<file path="config.mk">
export PLATFORM = sky130hd
export DESIGN_NAME = codepage_to_utf8_encoder_core
export DESIGN_NICKNAME = d
export VERILOG_FILES = /design/src/hw/rtl/cp2u8_pkg.sv /design/src/hw/rtl/cp2u8_table.sv /design/src/hw/rtl/cp2u8_encode.sv /design/src/hw/rtl/cp2u8_emit.sv /design/src/hw/rtl/codepage_to_utf8_encoder_core.sv
export SDC_FILE = /design/constraint.sdc
export NUM_CORES = 2
export LEC_CHECK = 0
export BUFFER_PORTS_ARGS = -buffer_cell sky130_fd_sc_hd__clkbuf_2
export CAP_MARGIN = 10
export CORE_MARGIN = 5
export CORE_UTILIZATION = 35
export CTS_CLUSTER_SIZE = 28
export DETAILED_ROUTE_END_ITERATION = 8
export PLACE_DENSITY = 0.48
export REMOVE_ABC_BUFFERS = 1
export SETUP_SLACK_MARGIN = 0.5
export SYNTH_ARGS = -nofsm -noshare
export SYNTH_HDL_FRONTEND = slang
export SYNTH_SLANG_ARGS = --single-unit
</file>
<file path="constraint.sdc">
create_clock -name i_clk -period 4.3 [get_ports i_clk]
set_input_delay 0.645 -clock i_clk [delete_from_list [all_inputs] [get_ports i_clk]]
set_output_delay 0.645 -clock i_clk [all_outputs]
set_load 0.03 [all_outputs]
</file>
<file path="src/hw/rtl/cp2u8_pkg.sv">
// ----------------------------------------------------------------------------
// cp2u8_pkg
// Types and constants of the codepage to UTF-8 encoder.
// ----------------------------------------------------------------------------
`timescale 1ns / 1ps
`default_nettype none

package cp2u8_pkg;

    localparam int COUNT_BITS_DEF = 16;

    localparam logic [15:0] CP_ONE_LIMIT = 16'h0080;
    localparam logic [15:0] CP_TWO_LIMIT = 16'h0800;
    localparam logic [15:0] CP_INVALID   = 16'hffff;

    typedef enum logic [1:0] {
        CMD_WRITE  = 2'd0,
        CMD_START  = 2'd1,
        CMD_ENCODE = 2'd2,
        CMD_FINISH = 2'd3
    } t_cmd;

    typedef enum logic [1:0] {
        ST_OK       = 2'd0,
        ST_INVALID  = 2'd1,
        ST_TOO_LONG = 2'd2
    } t_status;

    typedef struct packed {
        logic [1:0]  command;
        logic [7:0]  table_index;
        logic [15:0] table_value;
        logic [15:0] capacity;
        logic [7:0]  in_byte;
    } t_in_word;

    typedef struct packed {
        logic [7:0]  out_byte;
        logic        byte_valid;
        logic [1:0]  status;
        logic        last;
        logic [15:0] encoded_length;
    } t_out_word;

    // Result words of one input, handed from the encoder to the serializer.
    typedef struct packed {
        logic                 load;
        logic [1:0]           count;
        t_out_word [2:0]      res;
    } t_seq;

endpackage

`default_nettype wire

</file>
<file path="src/hw/rtl/cp2u8_table.sv">
// ----------------------------------------------------------------------------
// cp2u8_table
// 256 x 16 code point table, one write and one registered read port.
// ----------------------------------------------------------------------------
`timescale 1ns / 1ps
`default_nettype none

module cp2u8_table (
    input  wire logic        i_clk,
    input  wire logic        i_wr_en,
    input  wire logic [7:0]  i_wr_addr,
    input  wire logic [15:0] i_wr_data,
    input  wire logic        i_rd_en,
    input  wire logic [7:0]  i_rd_addr,
    output logic      [15:0] o_rd_data
);

    logic [15:0] r_mem [256];
    logic [15:0] r_rd_data;

    always_ff @(posedge i_clk) begin
        if (i_wr_en) begin
            r_mem[i_wr_addr] <= i_wr_data;
        end
        if (i_rd_en) begin
            r_rd_data <= r_mem[i_rd_addr];
        end
    end

    assign o_rd_data = r_rd_data;

endmodule

`default_nettype wire

</file>
<file path="src/hw/rtl/cp2u8_encode.sv">
// ----------------------------------------------------------------------------
// cp2u8_encode
// Input register, buffer state and UTF-8 byte generation for one word.
// ----------------------------------------------------------------------------
`timescale 1ns / 1ps
`default_nettype none

module cp2u8_encode #(
    parameter int COUNT_BITS = cp2u8_pkg::COUNT_BITS_DEF
) (
    input  wire logic                i_clk,
    input  wire logic                i_rst_n,
    input  wire logic                i_accept,
    input  wire cp2u8_pkg::t_in_word i_in_word,
    input  wire logic [15:0]         i_code,
    input  wire logic                i_can_load,
    output logic                     o_in_ready,
    output cp2u8_pkg::t_seq          o_seq
);

    import cp2u8_pkg::*;

    localparam logic [COUNT_BITS-1:0] CNT_MAX = {COUNT_BITS{1'b1}};

    logic                  r_s1_valid;
    t_in_word              r_s1_word;
    logic [COUNT_BITS-1:0] r_space;
    logic [COUNT_BITS-1:0] r_written;
    t_status               r_err;

    logic [COUNT_BITS-1:0] n_space;
    logic [COUNT_BITS-1:0] n_written;
    t_status               n_err;

    logic                  needs_out;
    logic                  s1_adv;
    logic [1:0]            need;
    logic [2:0][7:0]       enc_bytes;
    logic [31:0]           cap32;
    t_out_word             stat_res;
    t_seq                  seq;

    function automatic logic [15:0] len16(input logic [COUNT_BITS-1:0] cnt);
        logic [31:0] wide;
        wide = 32'(cnt);
        return wide[15:0];
    endfunction

    assign needs_out  = (r_s1_word.command == CMD_ENCODE) || (r_s1_word.command == CMD_FINISH);
    assign s1_adv     = r_s1_valid && (!needs_out || i_can_load);
    assign o_in_ready = !r_s1_valid || s1_adv;

    // UTF-8 forms of the looked-up code point; need of zero marks unconvertible
    always_comb begin
        enc_bytes = '0;
        if (i_code < CP_ONE_LIMIT) begin
            need         = 2'd1;
            enc_bytes[0] = i_code[7:0];
        end else if (i_code < CP_TWO_LIMIT) begin
            need         = 2'd2;
            enc_bytes[0] = {3'b110, i_code[10:6]};
            enc_bytes[1] = {2'b10, i_code[5:0]};
        end else if (i_code != CP_INVALID) begin
            need         = 2'd3;
            enc_bytes[0] = {4'b1110, i_code[15:12]};
            enc_bytes[1] = {2'b10, i_code[11:6]};
            enc_bytes[2] = {2'b10, i_code[5:0]};
        end else begin
            need = 2'd0;
        end
    end

    always_comb begin
        n_space   = r_space;
        n_written = r_written;
        n_err     = r_err;
        cap32     = 32'(r_s1_word.capacity);

        stat_res                = '0;
        stat_res.status         = r_err;
        stat_res.last           = 1'b1;
        stat_res.encoded_length = len16(r_written);

        seq       = '0;
        seq.load  = s1_adv && needs_out;

        case (r_s1_word.command)
            CMD_WRITE: begin
            end
            CMD_START: begin
                n_space   = (cap32 > 32'(CNT_MAX)) ? CNT_MAX : COUNT_BITS'(cap32);
                n_written = '0;
                n_err     = ST_OK;
            end
            CMD_ENCODE: begin
                seq.count = 2'd1;
                if (r_err != ST_OK) begin
                    seq.res[0] = stat_res;
                end else if (need == 2'd0) begin
                    n_err             = ST_INVALID;
                    seq.res[0]        = stat_res;
                    seq.res[0].status = ST_INVALID;
                end else if (r_space < COUNT_BITS'(need)) begin
                    n_err             = ST_TOO_LONG;
                    seq.res[0]        = stat_res;
                    seq.res[0].status = ST_TOO_LONG;
                end else begin
                    seq.count = need;
                    n_space   = r_space - COUNT_BITS'(need);
                    n_written = r_written + COUNT_BITS'(need);
                    for (int k = 0; k < 3; k++) begin
                        seq.res[k].out_byte       = enc_bytes[k];
                        seq.res[k].byte_valid     = 1'b1;
                        seq.res[k].status         = ST_OK;
                        seq.res[k].last           = (2'(k) == need - 2'd1);
                        seq.res[k].encoded_length =
                            len16(r_written + COUNT_BITS'(k + 1));
                    end
                end
            end
            CMD_FINISH: begin
                seq.count  = 2'd1;
                seq.res[0] = stat_res;
            end
            default: begin
            end
        endcase
    end

    assign o_seq = seq;

    always_ff @(posedge i_clk) begin
        if (!i_rst_n) begin
            r_s1_valid <= 1'b0;
            r_space    <= '0;
            r_written  <= '0;
            r_err      <= ST_OK;
        end else begin
            if (i_accept) begin
                r_s1_valid <= 1'b1;
            end else if (s1_adv) begin
                r_s1_valid <= 1'b0;
            end
            if (s1_adv) begin
                r_space   <= n_space;
                r_written <= n_written;
                r_err     <= n_err;
            end
        end
    end

    always_ff @(posedge i_clk) begin
        if (i_accept) begin
            r_s1_word <= i_in_word;
        end
    end

endmodule

`default_nettype wire

</file>
<file path="src/hw/rtl/cp2u8_emit.sv">
// ----------------------------------------------------------------------------
// cp2u8_emit
// Three-slot result register that hands out one result word per cycle while i_out_ready is high.
// ----------------------------------------------------------------------------
`timescale 1ns / 1ps
`default_nettype none

module cp2u8_emit (
    input  wire logic                 i_clk,
    input  wire logic                 i_rst_n,
    input  wire cp2u8_pkg::t_seq      i_seq,
    output logic                      o_can_load,
    output logic                      o_out_valid,
    input  wire logic                 i_out_ready,
    output cp2u8_pkg::t_out_word      o_out_word
);

    import cp2u8_pkg::*;

    logic [1:0]      r_cnt;
    t_out_word [2:0] r_slot;
    logic            pop;

    assign o_out_valid = (r_cnt != 2'd0);
    assign o_out_word  = r_slot[0];
    assign pop         = o_out_valid && i_out_ready;
    // refill when empty or when the last pending word leaves this cycle
    assign o_can_load  = (r_cnt == 2'd0) || ((r_cnt == 2'd1) && i_out_ready);

    always_ff @(posedge i_clk) begin
        if (!i_rst_n) begin
            r_cnt <= 2'd0;
        end else if (i_seq.load) begin
            r_cnt <= i_seq.count;
        end else if (pop) begin
            r_cnt <= r_cnt - 2'd1;
        end
    end

    always_ff @(posedge i_clk) begin
        if (i_seq.load) begin
            r_slot <= i_seq.res;
        end else if (pop) begin
            r_slot[0] <= r_slot[1];
            r_slot[1] <= r_slot[2];
        end
    end

endmodule

`default_nettype wire

</file>
<file path="src/hw/rtl/codepage_to_utf8_encoder_core.sv">
// Codepage to UTF-8 encoder. Input words are table writes, buffer starts,
// encode bytes and finish requests; each goes through a one-word input
// register (the table read is registered with it) and a three-slot result
// register. Table writes and starts give no result. An encode byte gives
// one to three result words, a finish or an error gives one; the result
// register hands out one word per cycle while i_out_ready is high, and the
// next word is taken while the current one is still being sent. The first
// result passes through the input register and then the result register.
// The table has no reset; an entry must be written before a byte that maps
// to it is encoded.
// ----------------------------------------------------------------------------
// codepage_to_utf8_encoder_core
// Top level: table, encoder stage and result serializer.
// ----------------------------------------------------------------------------
`timescale 1ns / 1ps
`default_nettype none

module codepage_to_utf8_encoder_core #(
    parameter int COUNT_BITS = cp2u8_pkg::COUNT_BITS_DEF
) (
    input  wire logic                 i_clk,
    input  wire logic                 i_rst_n,
    input  wire logic                 i_in_valid,
    output logic                      o_in_ready,
    input  wire cp2u8_pkg::t_in_word  i_in_word,
    output logic                      o_out_valid,
    input  wire logic                 i_out_ready,
    output cp2u8_pkg::t_out_word      o_out_word
);

    import cp2u8_pkg::*;

    logic        accept;
    logic [15:0] code;
    logic        can_load;
    t_seq        seq;

    assign accept = i_in_valid && o_in_ready;

    cp2u8_table u_table (
        .i_clk     (i_clk),
        .i_wr_en   (accept && (i_in_word.command == CMD_WRITE)),
        .i_wr_addr (i_in_word.table_index),
        .i_wr_data (i_in_word.table_value),
        .i_rd_en   (accept && (i_in_word.command == CMD_ENCODE)),
        .i_rd_addr (i_in_word.in_byte),
        .o_rd_data (code)
    );

    cp2u8_encode #(
        .COUNT_BITS (COUNT_BITS)
    ) u_encode (
        .i_clk      (i_clk),
        .i_rst_n    (i_rst_n),
        .i_accept   (accept),
        .i_in_word  (i_in_word),
        .i_code     (code),
        .i_can_load (can_load),
        .o_in_ready (o_in_ready),
        .o_seq      (seq)
    );

    cp2u8_emit u_emit (
        .i_clk       (i_clk),
        .i_rst_n     (i_rst_n),
        .i_seq       (seq),
        .o_can_load  (can_load),
        .o_out_valid (o_out_valid),
        .i_out_ready (i_out_ready),
        .o_out_word  (o_out_word)
    );

endmodule

`default_nettype wire

</file>
; Word-level counts from Yosys, hierarchy flattened
; Memory sizes are Yosys's and may differ from the RTL's. A register that Yosys moved wholly into a read port is not among the register bits.
; Index checks and enable logic that the tools add are counted.
; Widths: inputs -> output; s select.
[classes]
n_reduce_logical = 27
magnitude_cmp = 3
n_addsub = 7
n_eq_ne = 12
n_bitwise = 1
muxes = 39
[ops]
columns = cell, n
row1 = $mux 58, 3
row2 = $mux 16, 8
row3 = $mux 28, 4
row4 = $mux 56, 2
row5 = $mux 24, 3
row6 = $pmux 16 s2, 2
row7 = $pmux 28 s2, 1
row8 = $add 16x2->16 const B, 2
row9 = $add 16x1->16 const B, 1
row10 = $add 16x2->16, 1
row11 = $lt 16x12->1 const B, 1
row12 = $lt 16x2->1, 1
row13 = $lt 16x8->1 const B, 1
row14 = $mux 2, 8
row15 = $mux 8, 2
row16 = $ne 16x16->1 const B, 1
row17 = $sub 16x2->16, 1
row18 = $reduce_bool 2->1, 5
row19 = $logic_not 2->1, 4
row20 = $pmux 2 s2, 2
row21 = $logic_and 1x1->1, 7
row22 = $eq 2x2->1 const B, 3
row23 = $ne 2x2->1 const B, 3
row24 = $reduce_or 6->1, 1
row25 = other kinds (13), 22
[word_totals]
out_inout_bits = 30
wordCells = 112
regBits = 139
mem_count = 1
ram_bits = 4096
[mem_list]
columns = name, depth, width, rd, rd_clocked_by_memory_dff, write_ports, line
row1 = u_table.r_mem, 256, 16, 1, 1, 1, cp2u8_table.sv:18  ; logic [15:0] r_mem [256];

; Depth between registers and ports, before layout
[depth]
word_depth = 11
ltp_mapped = 16
mapped_depth_nobuf = 13

; Hierarchy
; Synthesis repeated with hierarchy kept, for this count alone.
[hier_totals]
cells_unflattened = 8110
hier_area_um2 = 166743.7
[modules_own_cells]
columns = mod, cells_per_inst, seq_area_each_um2, instances, area_per_inst_um2
row1 = cp2u8_table, 7360, 123478.4, 1, 158874.9
row2 = cp2u8_encode, 553, 1241.2, 1, 4246.6
row3 = cp2u8_emit, 194, 2562.5, 1, 3592.2
row4 = codepage_to_utf8_encoder_core, 3, 0.0, 1, 30.0

; Worst setup path after synthesis
; No wires, ideal clock.
[synth_path]
path_kind = reg2reg
from = register u_table.r_rd_data[5] (netlist: u_table.o_rd_data[5]) (read register of u_table.r_mem)
to = register u_emit.r_slot, in the netlist u_emit.o_out_word[10], data pin
path_buffers = 2
arrival_ns = 3.707
setup_ns = 0.281
period_less_slack_ns = 3.988
required_ns = 4.019
setup_slack_ns = 0.312
path_stages_with_launch = 15
path_cell_list = edfxtp_1 nand4_1 or4_1 clkbuf_1 a21o_1 ha_1 fa_1 or3b_2 and4b_1 buf_2 a21oi_2 nand2_1 or3_1 nor3_1 a311oi_1
[synth_between]
elab_chain_len = 10
[synth_lines]
columns = item, line
row1 = start: declaration, cp2u8_table.sv:19  ; logic [15:0] r_rd_data;
row2 = branches (longest 3 deep; another with $lt 16x12->1), -
row3 = $mux 2 (*), cp2u8_encode.sv:56  ; if (i_code < CP_ONE_LIMIT) begin
row4 = $lt 16x2->1, cp2u8_encode.sv:103  ; end else if (r_space < COUNT_BITS'(need)) begin
row5 = $mux 28, cp2u8_encode.sv:103
row6 = $mux 28 (*), cp2u8_encode.sv:99  ; end else if (need == 2'd0) begin
row7 = $mux 28 (*), cp2u8_encode.sv:97  ; if (r_err != ST_OK) begin
row8 = $pmux 28 s2 (*), cp2u8_encode.sv:87  ; case (r_s1_word.command)
row9 = $mux 56 (*), cp2u8_emit.sv:41  ; if (i_seq.load) begin
row10 = end signal: assignment, cp2u8_emit.sv:42  ; r_slot <= i_seq.res;
row11 = end: declaration, cp2u8_emit.sv:21  ; t_out_word [2:0] r_slot;
; Mark *: on every way between the ends.
; A chain may end at the register's enable or synchronous reset.

; Final worst setup path
[layout_path]
from = register u_table.r_rd_data[9] (netlist: u_table.o_rd_data[9]) (read register of u_table.r_mem)
to = register u_emit.r_cnt[0]
[layout_between]
elab_chain_len = 10
[layout_lines]
columns = item, line
row1 = branches (longest 3 deep; another with $lt 16x12->1), -
row2 = $mux 2 (*), cp2u8_encode.sv:56
row3 = $lt 16x2->1, cp2u8_encode.sv:103
row4 = $mux 58, cp2u8_encode.sv:103
row5 = $mux 58 (*), cp2u8_encode.sv:99
row6 = $mux 58 (*), cp2u8_encode.sv:97
row7 = $pmux 2 s2 (*), cp2u8_encode.sv:87
row8 = $mux 2 (*), cp2u8_emit.sv:33  ; end else if (i_seq.load) begin
row9 = end signal: assignment, cp2u8_emit.sv:34  ; r_cnt <= i_seq.count;
row10 = end signal: assignment, cp2u8_emit.sv:36  ; r_cnt <= r_cnt - 2'd1;
row11 = end: declaration, cp2u8_emit.sv:20  ; logic [1:0] r_cnt;
; Marks and branches as above.

==> metrics.txt <==
die span in y=around 700 microns; Slew HR=-0.0625; met3 usage=0.0364; Yosys top cell area share=0.761; cells along the critical path=nand4_1 -> or4_4 -> a21o_4 -> ha_4 -> fa_2 -> or3b_4 -> and4b_2 -> nor4bb_4 -> buf_4 -> buf_4 -> buf_6 -> or4_4 -> o221ai_2 -> a21boi_1; YS warnings=0; Synth Flop Type=edfxtp_1; Rows=about 250; Iter 0 DRT Violations=approximately 9300; Vias/cell=roughly 5.5; Final Hold Fails=0; crit path DAT=roughly 4.8 ns; Hold WC Path Type=in -> reg; final setup margin=between 0.4 and 0.5 ns; Critical Setup Path Class=reg -> reg; residual DRC count=0; Place WS=-0.462 ns; DR pass1 iterations=6; area leader, netlist=edfxtp_1; Clock Tree Buf Depth=4; Final setup viols=0; CTS HTree Levels=5; crit share post-route=0.904; min Tclk post-route=3.89 ns; CORE AREA=between 400000 and 500000 sq um; peak supply drop=approximately 0.33 mV; number of distinct library cells after synthesis=87; Pleak=between 60 and 70 nW; routed wire length=approximately 510000 microns; Seq pwr share=0.515; Critical-path top delay cell=or4_4; Final Wtd Congestion=approximately 0.89; Synth-to-Final Area Change=18.4%; Post-Synthesis Cells=8055; vias in the first global route=86800; achievable clock frequency=roughly 260 MHz; internal power=between 60 and 70 mW; RSZ-0062 raised after global routing=yes; Net Sw Frac=0.223; number of I/O pins=84; Worst-path clk slew=roughly 0.060 ns; clock network fraction of total power=0.424; Synth area leaders=edfxtp_1 (76%), mux4_2 (11%), mux2i_1 (2.8%); met2 GRT Util=0.320; Cell Pwr Density=452 nW/um^2; delay of the slowest critical-path stage=0.56 ns; clk_skew=between 0.09 and 0.1 ns; met1 usage=0.288; Design Power=88.8 mW; CP Capture Type=flop; nets@finish=~9100; CP Max Fanout=4; Routed Antenna Nets=0; CTS Sinks=~4200; GRT busiest layer=met2; total track usage=0.202; switching power total=about 20 mW; total grt overflow=0; synthesized area=about 170000 sq um; status=finished, violations left; Die ar.=488000 sq um; EDFF count, synth=between 4000 and 5000; Initial Util=0.350; #FFs+latches synth=between 4000 and 5000; TritonCTS clock tree=yes; Max-Cap Viols=0; post-synthesis sequential area ratio=0.766; port bufs=slightly above 80; Final Slew Violations=53; first-pass GRT wire length=roughly 700000 microns; Die W=around 700 microns; combinational fraction of design power=0.061; worst path required time=slightly above 5 ns; slew of the pin with the lowest slew margin=roughly 1.6 ns; initial antenna violation count=37; CTS buffer count=440; Worst setup SP type=flop; root buffer cell=clkbuf_16; DP HPWL=322000 microns; routed length per instance=between 30 and 40 microns; vias=around 86000; clock latency on the worst-skew pair=between 1 and 1.5 ns; share of cells above drive strength 1=0.276; largest net degree at the start of global routing=about 140; Synth Area per Inst=about 20 sq um; failing checks=max-slew violations; Post-synth ARST share=0
[repair_timing]
item | in CTS | in global routing
buffers inserted | 10 | 24
hold buffers | 19 | 0
setup endpoints to repair | 66 | 77
gates cloned | 0 | 2
pin swaps | 8 | 26
hold endpoints to repair | 19 | 0
resized for setup | 27 | 54
[final cells by class]
class,count,area [sq um]
Multi-Input combinational cell,3269,36100
Timing Repair Buffer,1035,11300
Tap cell,6247,7820
Inverter,24,100
Antenna cell,16,40.0
Fill cell,41300,277000
Clock buffer,533,11400
Clock inverter,273,2760
Sequential cell,4245,127000
[layout by cell type (no fill, tap or decap), types with 90 or more instances in the layout]
master,count
mux4_2,798
edfxtp_1,4208
clkbuf_1,90
buf_12,278
o22ai_1,165
nor2_1,386
a21oi_1,139
o221ai_1,113
o21ai_0,126
clkinv_1,119
buf_4,648
clkbuf_16,443
nand2_1,159
mux2i_1,461
[metal layers]
| layer | wire, microns | vias to the layer above |
|---|---|---|
| li1 | - | 35700 |
| met2 | 238000 | 3112 |
| met4 | 16200 | 20 |
| met1 | 219000 | 46700 |
| met3 | 34900 | 696 |
| met5 | 132 | - |
[worst max-delay path: cells and delay by family (launching register included)]
| kind | cells | cell delay [ns] |
|---|---|---|
| AOI/OAI and AO/OA | 3 | 0.47 |
| adders and majority gates | 2 | 0.53 |
| buffers and inverters | 3 | 0.38 |
| DFF | 1 | 0.45 |
| and+or+nand+nor | 6 | 1.95 |
[worst paths after layout]
path | start | to | slack (ns) | cells after the start
worst max-delay path | u_table.o_rd_data[9] | u_emit.r_cnt[0] | 0.41 | 14
worst min-delay path | i_in_word[36] | u_table.r_mem[188][12] | 0.07 | 1
worst max register to register | u_table.o_rd_data[9] | u_emit.r_cnt[0] | 0.41 | 14
worst min register to register | u_encode.r_space[0] | u_encode.r_space[0] | 0.48 | 2
[metrics by stage]
step           instances  instance area [sq um]  hold slack, ns  setup TNS, ns  utilization
2_1_floorplan       7537                 163000           0.441        -380.73            -
3_3_place_gp       14800                 182000           0.472          -2.52        0.383
3_5_place_dp       14800                 182000           0.484          -1.90        0.383
4_1_cts            15600                 196000         0.00653              0        0.414
5_1_grt            15600                 197000          0.0452              0        0.415
6_report           15600                 197000          0.0672              0        0.415
[sequential cells by signal (all words and copies together) (netlist names)]
| signal | count |
|---|---|
| u_table.r_mem | 4096 |
| u_emit.r_slot | 50 |
| u_emit.o_out_word | 28 |
| u_encode.cap32 | 16 |
| u_encode.r_space | 16 |
| u_encode.r_written | 16 |
| u_table.o_rd_data | 16 |
| u_emit.r_cnt | 2 |
| u_encode.r_err | 2 |
| u_encode.r_s1_word | 2 |
| u_encode.r_s1_valid | 1 |
[synthesized netlist by cell type (19+ instances only)]
library cell,count
buf_1,35
buf_12,20
mux4_1,53
a22o_1,45
buf_8,20
buf_2,92
buf_4,66
buf_6,58
a21oi_1,143
o221ai_1,114
edfxtp_1,4208
clkbuf_1,224
nor4_1,85
nand2_1,170
or3_1,24
nor3_1,93
mux2i_1,461
o21ai_0,140
and2_1,19
o22ai_1,166
xnor2_1,19
nor2_1,441
dfxtp_1,37
nand3_1,74
a221oi_1,56
a22oi_1,72
mux4_2,798
inv_1,22
[power by group through the flow]
stage                     combinational, mW  sequential, mW  clock, mW
final                                  5.38            45.7       37.7
after global routing                   5.64            45.7       40.2
after CTS                              5.34            45.7       38.6
after detailed placement               5.27            46.6          0
after global placement                 5.21            46.6          0
after floorplan                        1.81            46.7          0
[logic make-up after synthesis]
family          count (synthesis)  share of synthesized area
simple gates                 1007                     0.0280
mux                          1322                      0.145
flops                        4245                      0.766
xor+xnor                       36                    0.00190
compound gates                888                     0.0376
fa+ha+maj                      15                    0.00122
buf+inv                       542                     0.0204
Power figures use the tool's default switching activity.
